--- config.mk ---
export PLATFORM = sky130hd
export DESIGN_NAME = cascaded_timer_deadline_match_top
export DESIGN_NICKNAME = d
export VERILOG_FILES = /design/src/ctdm_pkg.sv /design/src/ctdm_cfg_regs.sv /design/src/ctdm_core.sv /design/src/cascaded_timer_deadline_match_top.sv
export SDC_FILE = /design/constraint.sdc
export NUM_CORES = 1
export LEC_CHECK = 0
export BUFFER_PORTS_ARGS = -buffer_cell sky130_fd_sc_hd__buf_2
export CORE_ASPECT_RATIO = 0.6
export CORE_MARGIN = 4
export CORE_UTILIZATION = 30
export CTS_CLUSTER_DIAMETER = 150
export CTS_CLUSTER_SIZE = 12
export DETAILED_ROUTE_END_ITERATION = 12
export PLACE_DENSITY = 0.47
export SLEW_MARGIN = 20
export SYNTH_ARGS = -nofsm -noshare
export SYNTH_HDL_FRONTEND = slang
export SYNTH_SLANG_ARGS = --single-unit
--- constraint.sdc ---
create_clock -name clk -period 5.33 [get_ports clk]
set_input_delay 1.066 -clock clk [delete_from_list [all_inputs] [get_ports clk]]
set_output_delay 1.066 -clock clk [all_outputs]
set_load 0.01 [all_outputs]
--- src/ctdm_pkg.sv ---
// shared types, codes and constants for the cascaded timer with deadline compare
`default_nettype none
package ctdm_pkg;

	localparam int HALF_WIDTH_DEF = 16;

	localparam int TIME_W   = 32;
	localparam int DIV_W    = 17;
	localparam int PRE_W    = 16;
	localparam int WD_W     = 16;
	localparam int ACT_W    = 3;
	localparam int ARM_W    = 2;
	localparam int CFG_IDX_W = 2;
	localparam int CFG_DATA_W = 32;
	localparam int OUT_DATA_W = 72;

	// item actions
	localparam logic [ACT_W-1:0] ACT_TICK  = 3'd0;
	localparam logic [ACT_W-1:0] ACT_SET   = 3'd1;
	localparam logic [ACT_W-1:0] ACT_CLEAR = 3'd2;
	localparam logic [ACT_W-1:0] ACT_READ  = 3'd3;
	localparam logic [ACT_W-1:0] ACT_KICK  = 3'd4;
	localparam logic [ACT_W-1:0] ACT_ACK   = 3'd5;

	// compare arming
	localparam logic [ARM_W-1:0] ARM_NONE = 2'd0;
	localparam logic [ARM_W-1:0] ARM_HIGH = 2'd1;
	localparam logic [ARM_W-1:0] ARM_LOW  = 2'd2;

	// status bit positions
	localparam int ST_MATCH    = 0;
	localparam int ST_OVERFLOW = 1;
	localparam int ST_WATCHDOG = 2;

	// configuration register indexes
	localparam logic [CFG_IDX_W-1:0] CFG_TICK_DIVIDER = 2'd0;
	localparam logic [CFG_IDX_W-1:0] CFG_START_VALUE  = 2'd1;
	localparam logic [CFG_IDX_W-1:0] CFG_WD_RELOAD    = 2'd2;
	localparam logic [CFG_IDX_W-1:0] CFG_WD_KICK      = 2'd3;

	localparam logic [DIV_W-1:0]  DIVIDER_RST  = 17'd1;
	localparam logic [DIV_W-1:0]  DIVIDER_MAX  = 17'h10000;
	localparam logic [TIME_W-1:0] START_RST    = 32'd0;
	localparam logic [WD_W-1:0]   WD_RELOAD_RST = 16'd15;
	localparam logic [WD_W-1:0]   WD_KICK_RST   = 16'd16;

	typedef struct packed {
		logic [DIV_W-1:0]  tick_divider;
		logic [TIME_W-1:0] start_value;
		logic [WD_W-1:0]   wd_reload;
		logic [WD_W-1:0]   wd_kick;
	} cfg_t;

	typedef struct packed {
		logic [ARM_W-1:0]  armed_half;
		logic              watchdog_flag;
		logic              overflow_flag;
		logic              match_flag;
		logic [TIME_W-1:0] saved_deadline;
		logic [TIME_W-1:0] time_now;
	} result_t;

endpackage
`default_nettype wire

--- src/ctdm_cfg_regs.sv ---
// configuration register file with start value load strobe
`default_nettype none
module ctdm_cfg_regs (
	input  wire logic                                clk,
	input  wire logic                                arst_n,
	input  wire logic                                cfg_valid,
	output logic                                     cfg_ready,
	input  wire logic [ctdm_pkg::CFG_IDX_W-1:0]      cfg_index,
	input  wire logic [ctdm_pkg::CFG_DATA_W-1:0]     cfg_data,
	output ctdm_pkg::cfg_t                           cfg,
	output logic                                     load_start
);

	ctdm_pkg::cfg_t cfg_q;
	logic           wr;

	assign cfg_ready = 1'b1;
	assign wr        = cfg_valid;
	assign cfg       = cfg_q;

	always_ff @(posedge clk or negedge arst_n) begin
		if (!arst_n) begin
			cfg_q.tick_divider <= ctdm_pkg::DIVIDER_RST;
			cfg_q.start_value  <= ctdm_pkg::START_RST;
			cfg_q.wd_reload    <= ctdm_pkg::WD_RELOAD_RST;
			cfg_q.wd_kick      <= ctdm_pkg::WD_KICK_RST;
		end else if (wr) begin
			unique case (cfg_index)
				ctdm_pkg::CFG_TICK_DIVIDER: begin
					cfg_q.tick_divider <= cfg_data[ctdm_pkg::DIV_W-1:0];
				end
				ctdm_pkg::CFG_START_VALUE: begin
					cfg_q.start_value <= cfg_data;
				end
				ctdm_pkg::CFG_WD_RELOAD: begin
					cfg_q.wd_reload <= cfg_data[ctdm_pkg::WD_W-1:0];
				end
				ctdm_pkg::CFG_WD_KICK: begin
					cfg_q.wd_kick <= cfg_data[ctdm_pkg::WD_W-1:0];
				end
				default: begin
				end
			endcase
		end
	end

	// the load strobe is registered; the halves take the new start value while it is high
	always_ff @(posedge clk or negedge arst_n) begin
		if (!arst_n) begin
			load_start <= 1'b0;
		end else begin
			load_start <= wr && (cfg_index == ctdm_pkg::CFG_START_VALUE);
		end
	end

endmodule
`default_nettype wire

--- src/ctdm_core.sv ---
// timer state: prescaler, cascaded halves, compare, watchdog and status flags
`default_nettype none
module ctdm_core #(
	parameter int HALF_WIDTH = ctdm_pkg::HALF_WIDTH_DEF
) (
	input  wire logic                               clk,
	input  wire logic                               arst_n,
	input  wire logic                               exec,
	input  wire logic [ctdm_pkg::ACT_W-1:0]         action,
	input  wire logic [ctdm_pkg::TIME_W-1:0]        deadline,
	input  wire ctdm_pkg::cfg_t                     cfg,
	input  wire logic                               load_start,
	output ctdm_pkg::result_t                       result
);

	logic [ctdm_pkg::PRE_W-1:0]  pre_q, pre_d;
	logic [HALF_WIDTH-1:0]       low_q, low_d, high_q, high_d;
	logic [HALF_WIDTH-1:0]       cmp_low_q, cmp_low_d, cmp_high_q, cmp_high_d;
	logic [ctdm_pkg::ARM_W-1:0]  arm_q, arm_d;
	logic [ctdm_pkg::TIME_W-1:0] last_dl_q, last_dl_d;
	logic [2:0]                  st_q, st_d;
	logic [ctdm_pkg::WD_W-1:0]   wd_q, wd_d;

	logic [ctdm_pkg::DIV_W-1:0]  div_eff;
	logic [ctdm_pkg::DIV_W-1:0]  pre_inc;
	logic [HALF_WIDTH-1:0]       low_inc, high_inc;
	logic [ctdm_pkg::TIME_W:0]   upper;
	logic [ctdm_pkg::TIME_W:0]   high_ext;
	logic [63:0]                 start64;
	logic [63:0]                 time64;

	always_comb begin
		if (cfg.tick_divider == '0) begin
			div_eff = ctdm_pkg::DIV_W'(1);
		end else if (cfg.tick_divider > ctdm_pkg::DIVIDER_MAX) begin
			div_eff = ctdm_pkg::DIVIDER_MAX;
		end else begin
			div_eff = cfg.tick_divider;
		end
	end

	assign pre_inc  = {1'b0, pre_q} + ctdm_pkg::DIV_W'(1);
	assign low_inc  = low_q + HALF_WIDTH'(1);
	assign high_inc = high_q + HALF_WIDTH'(1);
	// deadline upper part at full value, so a wider upper part still compares right
	assign upper    = {1'b0, deadline} >> HALF_WIDTH;
	assign high_ext = (ctdm_pkg::TIME_W + 1)'(high_q);
	assign start64  = 64'(cfg.start_value);

	always_comb begin
		pre_d      = pre_q;
		low_d      = low_q;
		high_d     = high_q;
		cmp_low_d  = cmp_low_q;
		cmp_high_d = cmp_high_q;
		arm_d      = arm_q;
		last_dl_d  = last_dl_q;
		st_d       = st_q;
		wd_d       = wd_q;
		unique case (action)
			ctdm_pkg::ACT_TICK: begin
				if (pre_inc >= div_eff) begin
					pre_d = '0;
					low_d = low_inc;
					if (low_inc == '0) begin
						high_d = high_inc;
						if (high_inc == '0) begin
							st_d[ctdm_pkg::ST_OVERFLOW] = 1'b1;
						end
						if (arm_q == ctdm_pkg::ARM_HIGH && high_inc == cmp_high_q) begin
							st_d[ctdm_pkg::ST_MATCH] = 1'b1;
						end
						if (wd_q == '0) begin
							st_d[ctdm_pkg::ST_WATCHDOG] = 1'b1;
							wd_d = cfg.wd_reload;
						end else begin
							wd_d = wd_q - ctdm_pkg::WD_W'(1);
						end
					end
					if (arm_q == ctdm_pkg::ARM_LOW && low_inc == cmp_low_q) begin
						st_d[ctdm_pkg::ST_MATCH] = 1'b1;
					end
				end else begin
					pre_d = pre_inc[ctdm_pkg::PRE_W-1:0];
				end
			end
			ctdm_pkg::ACT_SET: begin
				last_dl_d = deadline;
				if (upper == high_ext) begin
					cmp_low_d = deadline[HALF_WIDTH-1:0];
					arm_d     = ctdm_pkg::ARM_LOW;
					st_d[ctdm_pkg::ST_MATCH] = 1'b0;
				end else if (upper > high_ext) begin
					cmp_high_d = upper[HALF_WIDTH-1:0];
					arm_d      = ctdm_pkg::ARM_HIGH;
					st_d[ctdm_pkg::ST_MATCH] = 1'b0;
				end
			end
			ctdm_pkg::ACT_CLEAR: begin
				arm_d = ctdm_pkg::ARM_NONE;
			end
			ctdm_pkg::ACT_KICK: begin
				wd_d = cfg.wd_kick;
			end
			ctdm_pkg::ACT_ACK: begin
				st_d = '0;
			end
			default: begin
				// read and unused codes leave the state alone
			end
		endcase
	end

	always_ff @(posedge clk or negedge arst_n) begin
		if (!arst_n) begin
			pre_q      <= '0;
			low_q      <= '0;
			high_q     <= '0;
			cmp_low_q  <= '0;
			cmp_high_q <= '0;
			arm_q      <= ctdm_pkg::ARM_NONE;
			last_dl_q  <= '0;
			st_q       <= '0;
			wd_q       <= ctdm_pkg::WD_KICK_RST;
		end else if (load_start) begin
			low_q  <= start64[HALF_WIDTH-1:0];
			high_q <= start64[2*HALF_WIDTH-1:HALF_WIDTH];
		end else if (exec) begin
			pre_q      <= pre_d;
			low_q      <= low_d;
			high_q     <= high_d;
			cmp_low_q  <= cmp_low_d;
			cmp_high_q <= cmp_high_d;
			arm_q      <= arm_d;
			last_dl_q  <= last_dl_d;
			st_q       <= st_d;
			wd_q       <= wd_d;
		end
	end

	// snapshot after the item is applied
	assign time64 = 64'({high_d, low_d});

	always_comb begin
		result.time_now       = time64[ctdm_pkg::TIME_W-1:0];
		result.saved_deadline = last_dl_d;
		result.match_flag     = st_d[ctdm_pkg::ST_MATCH];
		result.overflow_flag  = st_d[ctdm_pkg::ST_OVERFLOW];
		result.watchdog_flag  = st_d[ctdm_pkg::ST_WATCHDOG];
		result.armed_half     = arm_d;
	end

	a_ack_clears: assert property (@(posedge clk) disable iff (!arst_n)
		exec && !load_start && action == ctdm_pkg::ACT_ACK |=> st_q == '0)
		else $error("flags not cleared by acknowledge");

	a_clear_disarms: assert property (@(posedge clk) disable iff (!arst_n)
		exec && !load_start && action == ctdm_pkg::ACT_CLEAR |=> arm_q == ctdm_pkg::ARM_NONE)
		else $error("compare still armed after clear");

	a_kick_loads: assert property (@(posedge clk) disable iff (!arst_n)
		exec && !load_start && action == ctdm_pkg::ACT_KICK |=> wd_q == $past(cfg.wd_kick))
		else $error("watchdog not loaded by kick");

	a_time_holds: assert property (@(posedge clk) disable iff (!arst_n)
		!exec && !load_start |=> $stable(low_q) && $stable(high_q))
		else $error("time changed without an item");

endmodule
`default_nettype wire

--- src/cascaded_timer_deadline_match_top.sv ---
// Cascaded 32-bit time base with deadline compare and watchdog. One item is taken per clock
// cycle at full rate unless the output register holds an item that is not taken; each item
// gives exactly one result. The item is held in an input register, the timer state and the
// result are computed from it combinationally and the result lands in an output register.
// Input ready falls only while both registers hold items and the output item is not taken.
// Configuration writes are always ready; a start value write raises a registered load strobe
// that loads both halves.
`default_nettype none
module cascaded_timer_deadline_match_top #(
	parameter int HALF_WIDTH = ctdm_pkg::HALF_WIDTH_DEF
) (
	input  wire logic                                clk,
	input  wire logic                                arst_n,
	input  wire logic                                s_tvalid,
	output logic                                     s_tready,
	input  wire logic [ctdm_pkg::TIME_W-1:0]         s_tdata,  // deadline
	input  wire logic [ctdm_pkg::ACT_W-1:0]          s_tuser,  // action
	output logic                                     m_tvalid,
	input  wire logic                                m_tready,
	// time_now[31:0], saved_deadline[63:32], match_flag[64], overflow_flag[65],
	// watchdog_flag[66], armed_half[68:67], zero[71:69]
	output logic [ctdm_pkg::OUT_DATA_W-1:0]          m_tdata,
	input  wire logic                                cfg_valid,
	output logic                                     cfg_ready,
	input  wire logic [ctdm_pkg::CFG_IDX_W-1:0]      cfg_index,
	input  wire logic [ctdm_pkg::CFG_DATA_W-1:0]     cfg_data
);

	localparam int RES_W = $bits(ctdm_pkg::result_t);

	ctdm_pkg::cfg_t               cfg;
	ctdm_pkg::result_t            result;
	logic                         load_start;
	logic                         valid_s1;
	logic [ctdm_pkg::ACT_W-1:0]   action_s1;
	logic [ctdm_pkg::TIME_W-1:0]  deadline_s1;
	logic                         advance;
	logic                         exec;
	logic                         out_valid_q;
	ctdm_pkg::result_t            out_q;

	assign advance  = !out_valid_q || m_tready;
	assign s_tready = !valid_s1 || advance;
	assign exec     = valid_s1 && advance;

	always_ff @(posedge clk or negedge arst_n) begin
		if (!arst_n) begin
			valid_s1 <= 1'b0;
		end else if (s_tready) begin
			valid_s1 <= s_tvalid;
		end
	end

	always_ff @(posedge clk) begin
		if (s_tvalid && s_tready) begin
			action_s1   <= s_tuser;
			deadline_s1 <= s_tdata;
		end
	end

	ctdm_cfg_regs u_cfg (
		.clk        (clk),
		.arst_n     (arst_n),
		.cfg_valid  (cfg_valid),
		.cfg_ready  (cfg_ready),
		.cfg_index  (cfg_index),
		.cfg_data   (cfg_data),
		.cfg        (cfg),
		.load_start (load_start)
	);

	ctdm_core #(
		.HALF_WIDTH (HALF_WIDTH)
	) u_core (
		.clk        (clk),
		.arst_n     (arst_n),
		.exec       (exec),
		.action     (action_s1),
		.deadline   (deadline_s1),
		.cfg        (cfg),
		.load_start (load_start),
		.result     (result)
	);

	always_ff @(posedge clk or negedge arst_n) begin
		if (!arst_n) begin
			out_valid_q <= 1'b0;
		end else if (advance) begin
			out_valid_q <= valid_s1;
		end
	end

	always_ff @(posedge clk) begin
		if (exec) begin
			out_q <= result;
		end
	end

	assign m_tvalid = out_valid_q;
	assign m_tdata  = ctdm_pkg::OUT_DATA_W'({{(ctdm_pkg::OUT_DATA_W - RES_W){1'b0}}, out_q});

endmodule
`default_nettype wire
==> run summary, run 1 <==
Max-slew headroom - 30.5%
Synth Area in Simple Gates - 14.8%
Antenna Violating Nets Remaining - 0
register area share after synthesis - 53.8%
met3 GRT Util - 2.55%
post-route cell area - 18200 um2
Clock power frac - 28.8%
Core Rows - 65
crit-path cells - and3_1, nand3_1, nor2_1, nand3_1, nor3_1, nand4_1, xnor2_1, ha_1, nand4_1, nor3_1, o41a_1, o21ai_1, buf_4, nor2_2, nand2_1, xnor2_1
Ys Warns - 0
CORE AREA - 52500 um2
Clk Latency, worst-skew pair - 0.59 ns
Post-route DRC - 0
chip height - 186 um
TritonCTS clock tree - yes
chip width - 305 um
Internal - 0.00484 W
clock skew - 0.0294 ns
CTS sink cnt - 321
Pleak - 7.44 nW
drt total wl - 43000 um
Synth Area in Adders - 2.99%
# IOs - 149
initial antenna violation count - 1
GRT Overall Usage - 14.8%
post-route clock period utilization - 84.0%
met2 GRT Util - 22.7%
H-tree depth - 1
Pre-antenna DRT Iters - 5
CP Data Arrival Time - 4.79 ns
ranking of synthesized cells by area - dfrtp_1 33%, edfxtp_1 20%, mux2_2 10%, nand2_1 5.6%, xnor2_1 4.8%
Final setup viols - 0
fillers - 5280
sequential share of power - 49.4%
DR iter-0 viols - 799
PD cells - 386 nW/um2
fraction of layout cells with a size suffix above 1 - 23.5%
Area growth, synth to finish - 14.4%
maximum VDD drop - 0.000262 V
Max Clk Rate - 0.223 GHz
ys flop type - dfrtp_1
Worst path slowest cell - nor2_2
port bufs - 144
Final HPWL DP - 30500 um
Pins Over Slew Limit - 0
Period minus WS final - 4.48 ns
largest family of logic cells by synthesized area - simple AND/OR/NAND/NOR gates
Synth Area in Compound Gates - 7.88%
TritonCTS buffer count - 30
GR Util met1 - 22.3%
outcome - finished, final reports clean
grt ovf - 0
drt wl/cell - 18.7 um
Nets - 1679
combinational fraction of design power - 21.9%
CP endpoint kind - flip-flop
RSZ-0062 raised after global routing - false
Synth Area per Inst - 11.0 um2
CTS Hold Bufs - 0
CTS Buffer Depth - 3
Root Buffer - clkbuf_16
Switching Share - 31.1%
Cells after Synth - 1451
Initial Util - 30.3%
post-synth top area cell - dfrtp_1
cts repair resizes - 0
first-pass GRT wire length - 67700 um
count of cell types in the netlist - 76
Vias/cell - 4.91
Via Count - 11300
Placer Congestion - 0.863
Multi-input gate area - 6910 um2
CP Launch Type - flip-flop
Worst Tran Pin Value - 1.04 ns
critical path's largest stage delay - 0.70 ns
vias in the first global route - 11400
Yosys reg bits - 321
Req. time, crit path - 5.64 ns
register area - 8560 um2
post-synthesis xor/xnor area fraction - 7.05%
Crit Path Max Fanout - 18
largest net degree at the start of global routing - 103
Hold Vio Cnt, Final - 0
antenna fix cells - 0
HP Class - flip-flop to flip-flop
mux share of post-synthesis cell area - 10.5%
TNS Setup - 0 ns
number of setup buffers added after CTS - 0
Crit Path Class - flip-flop to flip-flop
Placed Area - 17300 um2
Max-Cap Viols - 0
asr flop ratio synth - 67.6%
Mapped Area - 15900 um2
die footprint - 56900 um2
Yosys top cell area share - 33.0%
clock transition at the registers of the reported paths - 0.07 ns
EDFF count, synth - 104
busiest layer in global routing - met2
Switch Pwr - 0.00219 W
-- power groups by stage --
stage	Clock, W	Combinational [W]	Sequential (W)
2_1_floorplan	0	0.00117	0.00335
3_3_place_gp	0	0.00152	0.00350
3_5_place_dp	0	0.00154	0.00351
4_1_cts	0.00210	0.00155	0.00347
5_1_grt	0.00220	0.00174	0.00353
6_report	0.00202	0.00154	0.00347
-- synth_stat cells (4+ instances only) --
| master | number |
|---|---|
| nand2_1 | 238 |
| xnor2_1 | 88 |
| nand3_1 | 33 |
| a21oi_1 | 40 |
| or3_1 | 4 |
| o31ai_1 | 7 |
| nor4_1 | 19 |
| nand2b_1 | 8 |
| a211oi_1 | 12 |
| buf_4 | 6 |
| a22o_1 | 4 |
| mux2_2 | 145 |
| dfstp_2 | 7 |
| buf_2 | 9 |
| nor2b_1 | 9 |
| o21ai_0 | 49 |
| o21ai_1 | 40 |
| or4_1 | 4 |
| dfrtp_1 | 210 |
| edfxtp_1 | 104 |
| clkbuf_1 | 60 |
| nand2_2 | 5 |
| nand3b_1 | 5 |
| nand4_1 | 24 |
| nor3_1 | 30 |
| a31oi_1 | 9 |
| and3_1 | 15 |
| ha_1 | 38 |
| nor2_1 | 85 |
| a2111oi_0 | 4 |
| inv_1 | 30 |
| mux2i_1 | 4 |
| xor2_1 | 40 |
-- metrics by stage --
stage	hold slack, ns	setup WS, ns	util, %	cells	total power (W)
floorplan	0.446	0.515	-	1453	0.00453
global placement	0.465	1.01	33.0	2238	0.00502
detailed placement	0.467	0.863	33.0	2238	0.00505
CTS	0.485	0.870	34.7	2293	0.00712
global route	0.506	0.448	34.7	2293	0.00747
finish	0.479	0.852	34.7	2293	0.00703
-- worst paths after layout --
kind,from,to,slack (ns),cells after the start
worst max-delay path,u_core.pre_q[0],m_tdata[27],0.85,16
worst min-delay path,u_cfg.cfg[42],u_cfg.cfg[42],0.48,2
worst max register to register,u_core.pre_q[0],m_tdata[27],0.85,16
worst min register to register,u_cfg.cfg[42],u_cfg.cfg[42],0.48,2
max in group asynchronous,arst_n,u_cfg.cfg[14],3.61,2
min in group asynchronous,arst_n,u_core.low_q[6],0.50,1
-- final cells by class --
class	count	share of cell area (%)
Clock buffer	53	4.60
Clock inverter	2	0.117
Inverter	30	0.619
Multi-Input combinational cell	1022	38.0
Sequential cell	321	47.1
Tap cell	703	4.83
Timing Repair Buffer	162	4.76
-- cells in the final DEF (no fill, tap or decap), types with 33 or more instances in the layout --
| master | netlist | layout |
|---|---|---|
| buf_2 | 9 | 143 |
| nor2_1 | 85 | 85 |
| ha_1 | 38 | 38 |
| o21ai_0 | 49 | 49 |
| edfxtp_1 | 104 | 104 |
| xnor2_1 | 88 | 88 |
| mux2_2 | 145 | 145 |
| nand2_1 | 238 | 238 |
| a21oi_1 | 40 | 40 |
| o21ai_1 | 40 | 40 |
| nand3_1 | 33 | 33 |
| xor2_1 | 40 | 40 |
| dfrtp_1 | 210 | 209 |
-- critical path, delay by kind of cell (launching register included) --
family          cells  cell delay [ns]
xor+xnor            2             0.33
simple gates       10             2.53
buf+inv             1             0.24
compound gates      2             0.34
flops               1             0.43
fa+ha+maj           1             0.32
-- flip-flops by register name, summed over array words and instances (netlist names), 2 cells and up --
signal and count:
u_core.st_q 3, m_tdata 69, u_core.cmp_low_q 16, u_core.cmp_high_q 16, u_core.wd_q 16, u_core.arm_q 2
action_s1 3, u_cfg.cfg 81, u_core.last_dl_q 32, deadline_s1 32, u_core.pre_q 16, u_core.low_q 16
u_core.high_q 16
-- per-layer routing --
layer  vias up  part of all wire, %
li1       5335                    -
met1      5571                   50
met2       291                   44
met3        53                  4.9
met4         0                  1.5
met5         -                    0
-- logic make-up after synthesis --
family	count (synthesis)
XOR/XNOR	128
flip-flops	321
other	2
AND/OR/NAND/NOR	503
AO/OA/AOI/OAI	200
multiplexers	149
buffers and inverters	110
adder cells (fa/ha/maj)	38
Note: power is estimated with default switching activity, not from simulation.
==> inputs of run 2 (changes only) <==
clock period = 4.2 ns   (was 5.33 ns; I/O delays follow)
==> run 2 against run 1 <==
Cell count is 1.1% higher. Die area stayed put. Highest routed layer unchanged. Combinational power is 32% higher. Final area is 1.3% higher. Fmax is 15% higher. Critical path type unchanged.
==> run summary, run 2 (synthesis gave the netlist of run 1 again) <==
# IOs - 149 (unchanged)
drt total wl - 43100 um (+0.17%)
cts repair resizes - 1 (+1)
max reg flops - 81 (unchanged)
Hold Vio Cnt, Final - 0 (unchanged)
pre-CTS setup slack - -0.00213 ns (-0.865 ns)
Clk Latency, worst-skew pair - 0.59 ns (about the same)
WHS - 0.282 ns (-0.196 ns)
Max-slew headroom - 33.5% (+3.0 points)
PD cells - 485 nW/um2 (+26%)
antenna fix cells - 0 (unchanged)
Vias/cell - 4.90 (about the same)
outcome - finished, final reports clean
Final Worst Setup Slack - 0.297 ns (-0.555 ns)
maximum VDD drop - 0.000316 V (+21%)
fraction of layout cells with a size suffix above 1 - 24.9% (+1.4 points)
post-layout util - 35.1% (+0.45 points)
Nets - 1703 (+1.4%)
TritonCTS buffer count - 30 (unchanged)
chip height - 186 um (unchanged)
Max Clk Rate - 0.256 GHz (+15%)
Core Rows - 65 (unchanged)
CORE AREA - 52500 um2 (unchanged)
Final HPWL DP - 30900 um (+1.3%)
Crit. Startpoint - u_core.pre_q[0]
CTS sink cnt - 321 (unchanged)
Pins Over Slew Limit - 0 (unchanged)
chip width - 305 um (unchanged)
CP endpoint kind - flip-flop
Pleak - 7.56 nW (+1.7%)
port bufs - 144 (unchanged)
TNS Setup - 0 ns (unchanged)
R2R cell count - 16 (unchanged)
Post-route DRC - 0 (unchanged)
Antenna Violating Nets Remaining - 0 (unchanged)
HP Class - primary input to asynchronous set/reset pin
Req. time, crit path - 4.70 ns (-0.94 ns)
Via Count - 11400 (+1.0%)
Crit Path Max Fanout - 6 (-12)
Worst path depth - 16 (unchanged)
Placer Congestion - 0.921 (+6.7%)
RSZ-0062 raised after global routing - false
TritonCTS clock tree - yes
Period minus WS final - 3.90 ns (-0.575 ns)
commonest non-fill, non-tap cell in the layout - nand2_1
fillers - 5326 (+0.87%)
die footprint - 56900 um2 (unchanged)
clock skew - 0.0254 ns (-0.00398 ns)
first-pass GRT wire length - 67300 um (-0.65%)
Crit Path Class - flip-flop to flip-flop
Max-Cap Viols - 0 (unchanged)
post-route clock period utilization - 92.9% (+8.9 points)
number of setup buffers added after CTS - 0 (unchanged)
Worst R2R Start - u_core.pre_q[0]
crit-path cells - ha_1, nand3_1, nor2_1, buf_4, and3_1, and3_1, nand3_1, nor2_1, ha_1, nand4_1, nor3_2, o41ai_2, a211o_1, nor4_2, a41oi_1, a31oi_1
Worst path slowest cell - nor4_2
largest net degree at the start of global routing - 101 (-1.9%)
drt wl/cell - 18.6 um (-0.91%)
GRT Overall Usage - 14.9% (+0.034 points)
CTS Buffer Depth - 3 (unchanged)
DR iter-0 viols - 648 (-19%)
clock transition at the registers of the reported paths - 0.06 ns (about the same)
grt ovf - 0 (unchanged)
Initial Util - 30.3% (unchanged)
commonest non-fill, non-tap cells in the layout - 238 x nand2_1, 208 x dfrtp_1, 145 x mux2_2
Pre-antenna DRT Iters - 5 (unchanged)
Area growth, synth to finish - 15.9%
CP Launch Type - flip-flop
CTS Hold Bufs - 0 (unchanged)
Tot Pwr - 0.00894 W (+27%)
vias in the first global route - 11300 (-0.92%)
initial antenna violation count - 1 (unchanged)
critical path's largest stage delay - 0.60 ns (-0.10 ns)
H-tree depth - 1 (unchanged)
Final setup viols - 0 (unchanged)
Worst Tran Pin Value - 0.994 ns (-0.0476 ns)
Root Buffer - clkbuf_16
crit-path leading delay family - simple AND/OR/NAND/NOR gates
CP Data Arrival Time - 4.41 ns (-0.38 ns)
WP buf/inv - 1 (unchanged)
-- run 2: changes by cell type in the layout (fill, tap and decap cells not counted), sizes merged --
cell,before,now
buf,162,186
clkbuf,53,54
-- run 2: worst paths after layout --
path | endpoint | slack, ns
setup / recovery | u_core.st_q[0] | 0.30
hold / removal | u_core.wd_q[6] | 0.28
setup reg to reg | u_core.st_q[0] | 0.30
hold reg to reg | u_cfg.cfg[43] | 0.48
max in group asynchronous | u_core.cmp_high_q[5] | 3.00
min in group clk | deadline_s1[3] | 0.43
-- run 2: layer usage --
layer,GRT usage [%],vias to the layer above,part of all wire [%]
li1,-,5388,-
met1,22.9,5640,50
met2,21.9,278,42
met3,2.56,61,5.5
met4,3.08,0,2.1
met5,0,-,0
-- run 2: metrics by stage --
step                      cells  instance area (um2)
final                      2318                18400
after global routing       2318                18400
after CTS                  2318                18400
after detailed placement   2262                17500
after global placement     2262                17500
after floorplan            1453                15900
-- run 2: cell type report --
type,instances,area [um2],share of cell area [%]
well taps,703,880,4.77
clock inverters,2,21.3,0.115
clock buffers,54,841,4.56
multi-input cells,1022,6940,37.7
repair buffers,186,1070,5.81
inverters,30,113,0.611
flip-flops and latches,321,8560,46.5
-- run 2: where the power goes --
part / switching [W] / leakage, nW / internal, W / total (W)
registers: 0.000484 / 3.73 / 0.00387 / 0.00435
clock network: 0.00120 / 0.409 / 0.00134 / 0.00255
logic: 0.00107 / 3.42 / 0.000966 / 0.00204
total: 0.00276 / 7.56 / 0.00618 / 0.00894
